$ cat src/rtl/rgb_led_bit_encoder_macros.svh
// ---------------------------------------------------------------------------
// rgb_led_bit_encoder_macros: assertion macros for the LED bit encoder
// Checks are clocked on clk and switched off while rst is high.
// ---------------------------------------------------------------------------
`ifndef RGB_LED_BIT_ENCODER_MACROS_SVH
`define RGB_LED_BIT_ENCODER_MACROS_SVH

// same-cycle implication
`define RGBLED_ASSERT_NOW(label, ante, cons, msg) \
  label: assert property (@(posedge clk) disable iff (rst) (ante) |-> (cons)) \
    else $error(msg);

// next-cycle implication
`define RGBLED_ASSERT_NEXT(label, ante, cons, msg) \
  label: assert property (@(posedge clk) disable iff (rst) (ante) |=> (cons)) \
    else $error(msg);

`endif

$ cat src/rtl/rgbled_pkg.sv
// ---------------------------------------------------------------------------
// rgbled_pkg: shared types and constants of the RGB LED bit encoder
// Register map, reset values, field widths and the brightness tan table.
// ---------------------------------------------------------------------------
package rgbled_pkg;

  localparam int ChanW     = 8;
  localparam int DutyW     = 8;
  localparam int GapW      = 8;
  localparam int BrightW   = 6;
  localparam int CfgIdxW   = 2;
  localparam int CfgDataW  = 8;
  localparam int TanW      = 17;   // unsigned 1.16
  localparam int BitsPerLed = 24;
  localparam int SlotCntW  = 5;

  localparam logic [BrightW-1:0] BRIGHT_RST = 6'd15;
  localparam logic [DutyW-1:0]   HIGH_RST   = 8'd60;
  localparam logic [DutyW-1:0]   LOW_RST    = 8'd30;
  localparam logic [GapW-1:0]    GAP_RST    = 8'd50;

  localparam logic [SlotCntW-1:0] LAST_BIT_SLOT = 5'd23;
  localparam logic [SlotCntW-1:0] GAP_SLOT      = 5'd24;

  // register indexes of the configuration port
  typedef enum logic [CfgIdxW-1:0] {
    REG_BRIGHTNESS = 2'd0,
    REG_HIGH_DUTY  = 2'd1,
    REG_LOW_DUTY   = 2'd2,
    REG_GAP_LENGTH = 2'd3
  } reg_idx_t;

  // round(tan(b deg) * 65536); angles above 45 saturate to a factor of one
  function automatic logic [TanW-1:0] tan_q16(input logic [BrightW-1:0] b);
    logic [TanW-1:0] t;
    case (b)
      6'd0:  t = 17'd0;     6'd1:  t = 17'd1144;  6'd2:  t = 17'd2289;
      6'd3:  t = 17'd3435;  6'd4:  t = 17'd4583;  6'd5:  t = 17'd5734;
      6'd6:  t = 17'd6888;  6'd7:  t = 17'd8047;  6'd8:  t = 17'd9210;
      6'd9:  t = 17'd10380; 6'd10: t = 17'd11556; 6'd11: t = 17'd12739;
      6'd12: t = 17'd13930; 6'd13: t = 17'd15130; 6'd14: t = 17'd16340;
      6'd15: t = 17'd17560; 6'd16: t = 17'd18792; 6'd17: t = 17'd20036;
      6'd18: t = 17'd21294; 6'd19: t = 17'd22566; 6'd20: t = 17'd23853;
      6'd21: t = 17'd25157; 6'd22: t = 17'd26478; 6'd23: t = 17'd27818;
      6'd24: t = 17'd29179; 6'd25: t = 17'd30560; 6'd26: t = 17'd31964;
      6'd27: t = 17'd33392; 6'd28: t = 17'd34846; 6'd29: t = 17'd36327;
      6'd30: t = 17'd37837; 6'd31: t = 17'd39378; 6'd32: t = 17'd40951;
      6'd33: t = 17'd42560; 6'd34: t = 17'd44205; 6'd35: t = 17'd45889;
      6'd36: t = 17'd47615; 6'd37: t = 17'd49385; 6'd38: t = 17'd51202;
      6'd39: t = 17'd53070; 6'd40: t = 17'd54991; 6'd41: t = 17'd56970;
      6'd42: t = 17'd59009; 6'd43: t = 17'd61113; 6'd44: t = 17'd63287;
      default: t = 17'd65536;
    endcase
    return t;
  endfunction

endpackage

$ cat src/rtl/rgbled_intf.sv
// ---------------------------------------------------------------------------
// rgbled_intf: valid/ready channels of the RGB LED bit encoder
// LED color input, duty slot output and configuration write channel.
// ---------------------------------------------------------------------------
interface rgbled_in_if;
  logic                           valid;
  logic                           ready;
  logic [rgbled_pkg::ChanW-1:0]   green;
  logic [rgbled_pkg::ChanW-1:0]   red;
  logic [rgbled_pkg::ChanW-1:0]   blue;
  logic                           final_led;

  modport source (output valid, green, red, blue, final_led, input ready);
  modport sink   (input valid, green, red, blue, final_led, output ready);
endinterface

interface rgbled_out_if;
  logic                           valid;
  logic                           ready;
  logic [rgbled_pkg::DutyW-1:0]   duty;
  logic                           is_gap;
  logic [rgbled_pkg::GapW-1:0]    gap_slots;
  logic                           end_of_run;

  modport source (output valid, duty, is_gap, gap_slots, end_of_run, input ready);
  modport sink   (input valid, duty, is_gap, gap_slots, end_of_run, output ready);
endinterface

interface rgbled_cfg_if;
  logic                            valid;
  logic                            ready;
  logic [rgbled_pkg::CfgIdxW-1:0]  index;
  logic [rgbled_pkg::CfgDataW-1:0] data;

  modport source (output valid, index, data, input ready);
  modport sink   (input valid, index, data, output ready);
endinterface

$ cat src/rtl/rgb_led_bit_encoder.sv
// ---------------------------------------------------------------------------
// rgb_led_bit_encoder: serial RGB LED bit encoder
// Scales one LED color by tan(brightness) and sends 24 PWM duty slots.
// ---------------------------------------------------------------------------
// Usage:
//   led  : one item per LED (green, red, blue, final_led).
//   slot : one item per bit slot, MSB first, green then red then blue; a
//          one bit carries high_duty, a zero bit low_duty. After an LED
//          with final_led set, one more item marks the reset gap
//          (is_gap = 1, gap_slots = gap_length). end_of_run flags the
//          last item caused by each LED.
//   cfg  : register writes (brightness, high_duty, low_duty, gap_length),
//          always ready; write only while the encoder is idle.
// Path: the first slot of an LED goes through the table lookup stage,
//   the multiply stage and the serializer, each of them registered.
// Throughput: one slot per cycle while slot.ready is high, so 24 slots
//   per LED, 25 for the last LED of a frame; the serializer sets this
//   rate. Two more LEDs can sit in the front stages while it works.
// Reset: registers return to 15 / 60 / 30 / 50 and the pipeline empties.
// Stall: while slot.ready is low the current slot holds and the pipeline
//   fills up and then drops led.ready; nothing is lost or repeated.
// ---------------------------------------------------------------------------
`include "rgb_led_bit_encoder_macros.svh"

module rgb_led_bit_encoder (
  input  logic            clk,
  input  logic            rst,
  rgbled_cfg_if.sink      cfg,
  rgbled_in_if.sink       led,
  rgbled_out_if.source    slot
);

  // configuration registers
  logic [rgbled_pkg::BrightW-1:0] brightness;
  logic [rgbled_pkg::DutyW-1:0]   high_duty;
  logic [rgbled_pkg::DutyW-1:0]   low_duty;
  logic [rgbled_pkg::GapW-1:0]    gap_length;

  // stage 1: captured color and tan factor
  logic                           s1_valid;
  logic                           s1_ready;
  logic [rgbled_pkg::ChanW-1:0]   s1_green;
  logic [rgbled_pkg::ChanW-1:0]   s1_red;
  logic [rgbled_pkg::ChanW-1:0]   s1_blue;
  logic                           s1_last;
  logic [rgbled_pkg::TanW-1:0]    s1_tan;

  // stage 2: scaled 24-bit word
  logic                           s2_valid;
  logic                           s2_ready;
  logic [rgbled_pkg::BitsPerLed-1:0] s2_word;
  logic                           s2_last;
  logic [24:0]                    prod_g;
  logic [24:0]                    prod_r;
  logic [24:0]                    prod_b;

  // stage 3: serializer
  logic                           s3_valid;
  logic [rgbled_pkg::BitsPerLed-1:0] s3_word;
  logic                           s3_last;
  logic [rgbled_pkg::SlotCntW-1:0] cnt;
  logic                           slot_take;
  logic                           slot_final;
  logic                           s3_load;

  // configuration writes
  assign cfg.ready = 1'b1;

  always_ff @(posedge clk) begin
    if (rst) begin
      brightness <= rgbled_pkg::BRIGHT_RST;
      high_duty  <= rgbled_pkg::HIGH_RST;
      low_duty   <= rgbled_pkg::LOW_RST;
      gap_length <= rgbled_pkg::GAP_RST;
    end else if (cfg.valid && cfg.ready) begin
      unique case (rgbled_pkg::reg_idx_t'(cfg.index))
        rgbled_pkg::REG_BRIGHTNESS: brightness <= cfg.data[rgbled_pkg::BrightW-1:0];
        rgbled_pkg::REG_HIGH_DUTY:  high_duty  <= cfg.data;
        rgbled_pkg::REG_LOW_DUTY:   low_duty   <= cfg.data;
        rgbled_pkg::REG_GAP_LENGTH: gap_length <= cfg.data;
      endcase
    end
  end

  // stage 1: capture input, look up tan factor
  assign s1_ready  = !s1_valid || s2_ready;
  assign led.ready = s1_ready;

  always_ff @(posedge clk) begin
    if (rst) begin
      s1_valid <= 1'b0;
    end else if (s1_ready) begin
      s1_valid <= led.valid;
    end
  end

  always_ff @(posedge clk) begin
    if (s1_ready && led.valid) begin
      s1_green <= led.green;
      s1_red   <= led.red;
      s1_blue  <= led.blue;
      s1_last  <= led.final_led;
      s1_tan   <= rgbled_pkg::tan_q16(brightness);
    end
  end

  // stage 2: scale each channel, floor(ch * tan / 65536)
  always_comb begin
    prod_g = 25'(s1_green) * 25'(s1_tan);
    prod_r = 25'(s1_red)   * 25'(s1_tan);
    prod_b = 25'(s1_blue)  * 25'(s1_tan);
  end

  assign s2_ready = !s2_valid || s3_load;

  always_ff @(posedge clk) begin
    if (rst) begin
      s2_valid <= 1'b0;
    end else if (s2_ready) begin
      s2_valid <= s1_valid;
    end
  end

  always_ff @(posedge clk) begin
    if (s2_ready && s1_valid) begin
      s2_word <= {prod_g[23:16], prod_r[23:16], prod_b[23:16]};
      s2_last <= s1_last;
    end
  end

  // stage 3: shift out one slot per accepted output item
  assign slot_take  = slot.valid && slot.ready;
  assign slot_final = (cnt == rgbled_pkg::GAP_SLOT) ||
                      ((cnt == rgbled_pkg::LAST_BIT_SLOT) && !s3_last);
  assign s3_load    = !s3_valid || (slot_take && slot_final);

  always_ff @(posedge clk) begin
    if (rst) begin
      s3_valid <= 1'b0;
      cnt      <= '0;
    end else if (s3_load) begin
      s3_valid <= s2_valid;
      cnt      <= '0;
    end else if (slot_take) begin
      cnt      <= cnt + 1'b1;
    end
  end

  always_ff @(posedge clk) begin
    if (s3_load && s2_valid) begin
      s3_word <= s2_word;
      s3_last <= s2_last;
    end else if (slot_take) begin
      s3_word <= {s3_word[rgbled_pkg::BitsPerLed-2:0], 1'b0};
    end
  end

  // output slot
  assign slot.valid      = s3_valid;
  assign slot.is_gap     = (cnt == rgbled_pkg::GAP_SLOT);
  assign slot.duty       = slot.is_gap ? '0 :
                           (s3_word[rgbled_pkg::BitsPerLed-1] ? high_duty : low_duty);
  assign slot.gap_slots  = slot.is_gap ? gap_length : '0;
  assign slot.end_of_run = slot_final;

  // checks
  `RGBLED_ASSERT_NOW(a_gap_only_last, s3_valid && slot.is_gap, s3_last, "gap on non-final LED")
  `RGBLED_ASSERT_NOW(a_cnt_range, s3_valid, cnt <= rgbled_pkg::GAP_SLOT, "slot counter out of range")
  `RGBLED_ASSERT_NEXT(a_run_restart, slot_take && slot_final, cnt == '0, "counter not cleared")
  `RGBLED_ASSERT_NEXT(a_s2_hold, s2_valid && !s2_ready, s2_valid, "scaled word dropped under stall")

endmodule
$ cat src/flat_wrapper.sv
// flat-port wrapper written by rule: the top's interface ports become plain ports
module rgb_led_bit_encoder_flat 
  (clk, rst, cfg_valid, cfg_index, cfg_data, cfg_ready, led_valid, led_green, led_red, led_blue, led_final_led, led_ready, slot_valid, slot_duty, slot_is_gap, slot_gap_slots, slot_end_of_run, slot_ready);
  rgbled_cfg_if cfg_i ();
  rgbled_in_if led_i ();
  rgbled_out_if slot_i ();
  input  logic clk;
  input  logic rst;
  input wire logic [$bits(cfg_i.valid)-1:0] cfg_valid;
  input wire logic [$bits(cfg_i.index)-1:0] cfg_index;
  input wire logic [$bits(cfg_i.data)-1:0] cfg_data;
  output wire logic [$bits(cfg_i.ready)-1:0] cfg_ready;
  input wire logic [$bits(led_i.valid)-1:0] led_valid;
  input wire logic [$bits(led_i.green)-1:0] led_green;
  input wire logic [$bits(led_i.red)-1:0] led_red;
  input wire logic [$bits(led_i.blue)-1:0] led_blue;
  input wire logic [$bits(led_i.final_led)-1:0] led_final_led;
  output wire logic [$bits(led_i.ready)-1:0] led_ready;
  output wire logic [$bits(slot_i.valid)-1:0] slot_valid;
  output wire logic [$bits(slot_i.duty)-1:0] slot_duty;
  output wire logic [$bits(slot_i.is_gap)-1:0] slot_is_gap;
  output wire logic [$bits(slot_i.gap_slots)-1:0] slot_gap_slots;
  output wire logic [$bits(slot_i.end_of_run)-1:0] slot_end_of_run;
  input wire logic [$bits(slot_i.ready)-1:0] slot_ready;
  assign cfg_i.valid = cfg_valid;
  assign cfg_i.index = cfg_index;
  assign cfg_i.data = cfg_data;
  assign cfg_ready = cfg_i.ready;
  assign led_i.valid = led_valid;
  assign led_i.green = led_green;
  assign led_i.red = led_red;
  assign led_i.blue = led_blue;
  assign led_i.final_led = led_final_led;
  assign led_ready = led_i.ready;
  assign slot_valid = slot_i.valid;
  assign slot_duty = slot_i.duty;
  assign slot_is_gap = slot_i.is_gap;
  assign slot_gap_slots = slot_i.gap_slots;
  assign slot_end_of_run = slot_i.end_of_run;
  assign slot_i.ready = slot_ready;
  rgb_led_bit_encoder u_core (.clk(clk), .rst(rst), .cfg(cfg_i), .led(led_i), .slot(slot_i));
endmodule
$ cat config.mk
export PLATFORM = sky130hd
export DESIGN_NAME = rgb_led_bit_encoder_flat
export DESIGN_NICKNAME = d
export VERILOG_FILES = /design/src/rtl/rgbled_pkg.sv /design/src/rtl/rgbled_intf.sv /design/src/rtl/rgb_led_bit_encoder.sv /design/src/flat_wrapper.sv
export VERILOG_INCLUDE_DIRS = /design/src /design/src/rtl
export SDC_FILE = /design/constraint.sdc
export NUM_CORES = 1
export LEC_CHECK = 0
export ABC_AREA = 0
export BUFFER_PORTS_ARGS = -buffer_cell sky130_fd_sc_hd__buf_2
export CAP_MARGIN = 10
export CELL_PAD_IN_SITES_DETAIL_PLACEMENT = 1
export CELL_PAD_IN_SITES_GLOBAL_PLACEMENT = 1
export CORE_MARGIN = 10
export CORE_UTILIZATION = 35
export DETAILED_ROUTE_END_ITERATION = 12
export PLACE_DENSITY_LB_ADDON = 0.05
export SETUP_SLACK_MARGIN = 0.3
export SLEW_MARGIN = 20
export SYNTH_ARGS = -nofsm -noshare
export SYNTH_HDL_FRONTEND = slang
export SYNTH_SLANG_ARGS = --single-unit
$ cat constraint.sdc
create_clock -name clk -period 10 [get_ports clk]
set_input_delay 2 -clock clk [delete_from_list [all_inputs] [get_ports clk]]
set_output_delay 2 -clock clk [all_outputs]
set_load 0.01 [all_outputs]
==> metrics.txt <==
result of the run finished clean; hpwl dp 34,500 um; Int Power 0.00223 W; maximum clock frequency 0.186 GHz; Max IR drop VDD 0.0902 mV; max-cap violation count 0; die width 244 um; Antenna Nets Post-Route 0; Unique masters post-synth 73; Max H-tree Level 4; post_cts resized 0; Power Density 216 nW/um^2; worst slew pin tran 1.05 ns; clock buffer depth 2; hold crit path type register to register; vias per inst 4.91; CTS tree built; aggregate routed wire length 46,200 um; Syn Area/Cell 9.53 sq um; vias in the first global route 13,956; Max-slew headroom 29.7%; global-route wire length before repair 76,700 um; # fillers 5,724; sequential fraction of the synthesis area 20.0%; gr usage total 16.2%; Num CTS Buffers 17; Yosys reg bits 130; nets 2,275; antenna violations before repair 0; Cell Rows 82; DR vias 12,404; final setup vio count 0; Critical Path Start Type register; CP endpoint kind register; Syn Nets 2,283; grt ovf 0; Final min period 5.36 ns; Sw Pwr 0.00189 W; Reg power frac 19.7%; final setup TNS 0 ns; setup bufs post-CTS 0; clock share of power 15.8%; DRC 0; Initial DRT Pass Iterations 4; CTS Hold Bufs 0; Comb pwr share 64.5%; routability cong. 0.799; Post-Synthesis Cells 1,847; Reg clk slew, reported paths 0.07 ns; I/O Pins 61; core area 50,000 sq um; reg2reg setup slack 4.64 ns; final hold violations 0; initial DRC count 339; final critical-path share of the clock period 53.6%; synthesis warning total 0; initial core utilization 35.2%; Post-synth EDFFs 92; Area Growth Syn to Fin 8.21%; mean routed wirelength per cell 18.3 um; largest net degree at the start of global routing 50; CP required 10.23 ns; layout cell share with drive strength beyond 1 7.83%; worst clock skew 0.0176 ns; clk_lat worst skew 0.48 ns; Arr. time, crit path 5.59 ns; final design utilization 38.1%; PortBufs 59; Root Buffer clkbuf_16; post-synthesis async set-or-reset flop share 0%; worst-path maximum fanout 24; Leak 8.80 nW; setup repair after global routing missed its margin false; Post-Syn Area 17,600 sq um; kind of critical path register to register; sequential cell area 3520 sq um; area of the multi-input gates 12,600 sq um; Sinks on Clock Net 130; diode count 0; Top FF cell, synth edfxtp_1; Net Sw Frac 46.0%; final worst hold slack 0.430 ns; Pins Over Slew Limit 0; DIE AREA 59,700 sq um; die height 244 um
[cells in the final DEF, fill, tap and decap left out, types with 9 or more instances in the layout]
cell	count
a211o_1	10
a211oi_1	14
a21o_1	9
a21oi_1	56
a31oi_1	13
and2_1	336
and3_1	15
buf_2	59
buf_4	10
clkbuf_16	18
dfxtp_1	38
edfxtp_1	92
fa_1	264
ha_1	132
inv_1	302
mux2_2	25
mux2i_1	15
nand2_1	141
nand3_1	19
nand3b_1	9
nor2_1	72
nor3_1	11
o211ai_1	11
o21ai_0	37
o22ai_1	12
xnor2_1	22
xor2_1	10
[critical path: stages, from the launching register on]
cell       delay (ns)
edfxtp_1         1.04
and2_1           0.27
fa_1             0.46
fa_1             0.53
fa_1             0.50
inv_1            0.05
fa_1             0.48
inv_1            0.04
ha_1             0.29
o21ai_0          0.09
o21ai_0          0.16
o21ai_0          0.23
a41oi_1          0.43
a2111oi_0        0.16
or3b_1           0.37
[path summary, 6_finish.rpt]
check / from / endpoint / depth (start not counted)
max reg2reg: u_core.s1_tan[9] / u_core.s2_word[23] / 14
min: u_core.s1_last / u_core.s2_last / 0
min reg2reg: u_core.s1_last / u_core.s2_last / 0
max: u_core.s1_tan[9] / u_core.s2_word[23] / 14
[per-stage QoR]
stage	area [sq um]	std cells	setup slack, ns	power, W
2_1_floorplan	17600	1847	5.25	0.00283
3_3_place_gp	18500	2492	4.59	0.00349
3_5_place_dp	18500	2492	4.54	0.00354
4_1_cts	19100	2524	4.50	0.00425
5_1_grt	19100	2524	4.24	0.00465
6_report	19100	2524	4.64	0.00412
[Yosys cell counts, drive strengths merged (4+ instances only)]
cell	number	area (sq um)
a21oi	57	289
nor2	74	288
nand3b	9	67.6
a21boi	5	41.3
fa	264	5290
xnor2	22	193
o22ai	12	75.1
nor3	11	55.1
dfxtp	38	761
mux2i	15	150
nand3	19	95.1
ha	132	1650
o2111ai	4	35.0
and3	15	93.8
o311ai	5	43.8
o21a	4	30.0
o21ai	42	210
edfxtp	92	2760
a31oi	14	87.6
nand2b	7	43.8
a211oi	15	118
a211o	10	87.6
o211ai	11	82.6
mux2	25	282
buf	13	68.8
inv	302	1130
and2	338	2120
a221oi	4	58.8
nand4	4	31.3
nand2	141	529
xor2	10	87.6
a21o	10	76.3
clkbuf	83	312
[power groups by stage]
stage	clock network [W]	logic [W]	registers (W)
6_report	0.000653	0.00266	0.000811
5_1_grt	0.000702	0.00312	0.000825
4_1_cts	0.000688	0.00274	0.000815
3_5_place_dp	0	0.00271	0.000827
3_3_place_gp	0	0.00266	0.000825
2_1_floorplan	0	0.00208	0.000753
[area by class of cell]
cell class	count	area share, %
tap	672	4.41
clock inverter	14	0.748
inverter	302	5.95
multi-input combinational	1319	66.1
sequential	130	18.5
clock buffer	18	2.36
timing repair buffer	69	1.94
[metal layers]
layer	GRT usage, %	vias to the layer above	part of all wire [%]
li1	-	5855	-
met1	20.2	6432	45
met2	28.8	91	51
met3	2.55	26	1.6
met4	4.15	0	1.5
met5	0	-	0
[state kept, by name (all words and copies together), names as in the netlist]
register / count
u_core.s1_last: 1
u_core.brightness: 6
u_core.slot.valid: 1
u_core.s2_valid: 1
u_core.s2_last: 1
u_core.s2_word: 24
u_core.high_duty: 8
u_core.s1_blue: 8
u_core.s1_valid: 1
u_core.s1_tan: 17
u_core.s1_green: 8
u_core.cnt: 5
u_core.s1_red: 8
u_core.low_duty: 8
u_core.s3_last: 1
u_core.s3_word: 24
u_core.gap_length: 8
[logic make-up after synthesis]
group / synth area share, %
AO/OA/AOI/OAI: 8.08
XOR/XNOR: 1.59
adder cells (fa/ha/maj): 39.4
buffers and inverters: 8.60
flip-flops: 20.0
multiplexers: 2.71
other: 0.0213
AND/OR/NAND/NOR: 19.6
No activity file was read; power rests on OpenSTA's default activity.
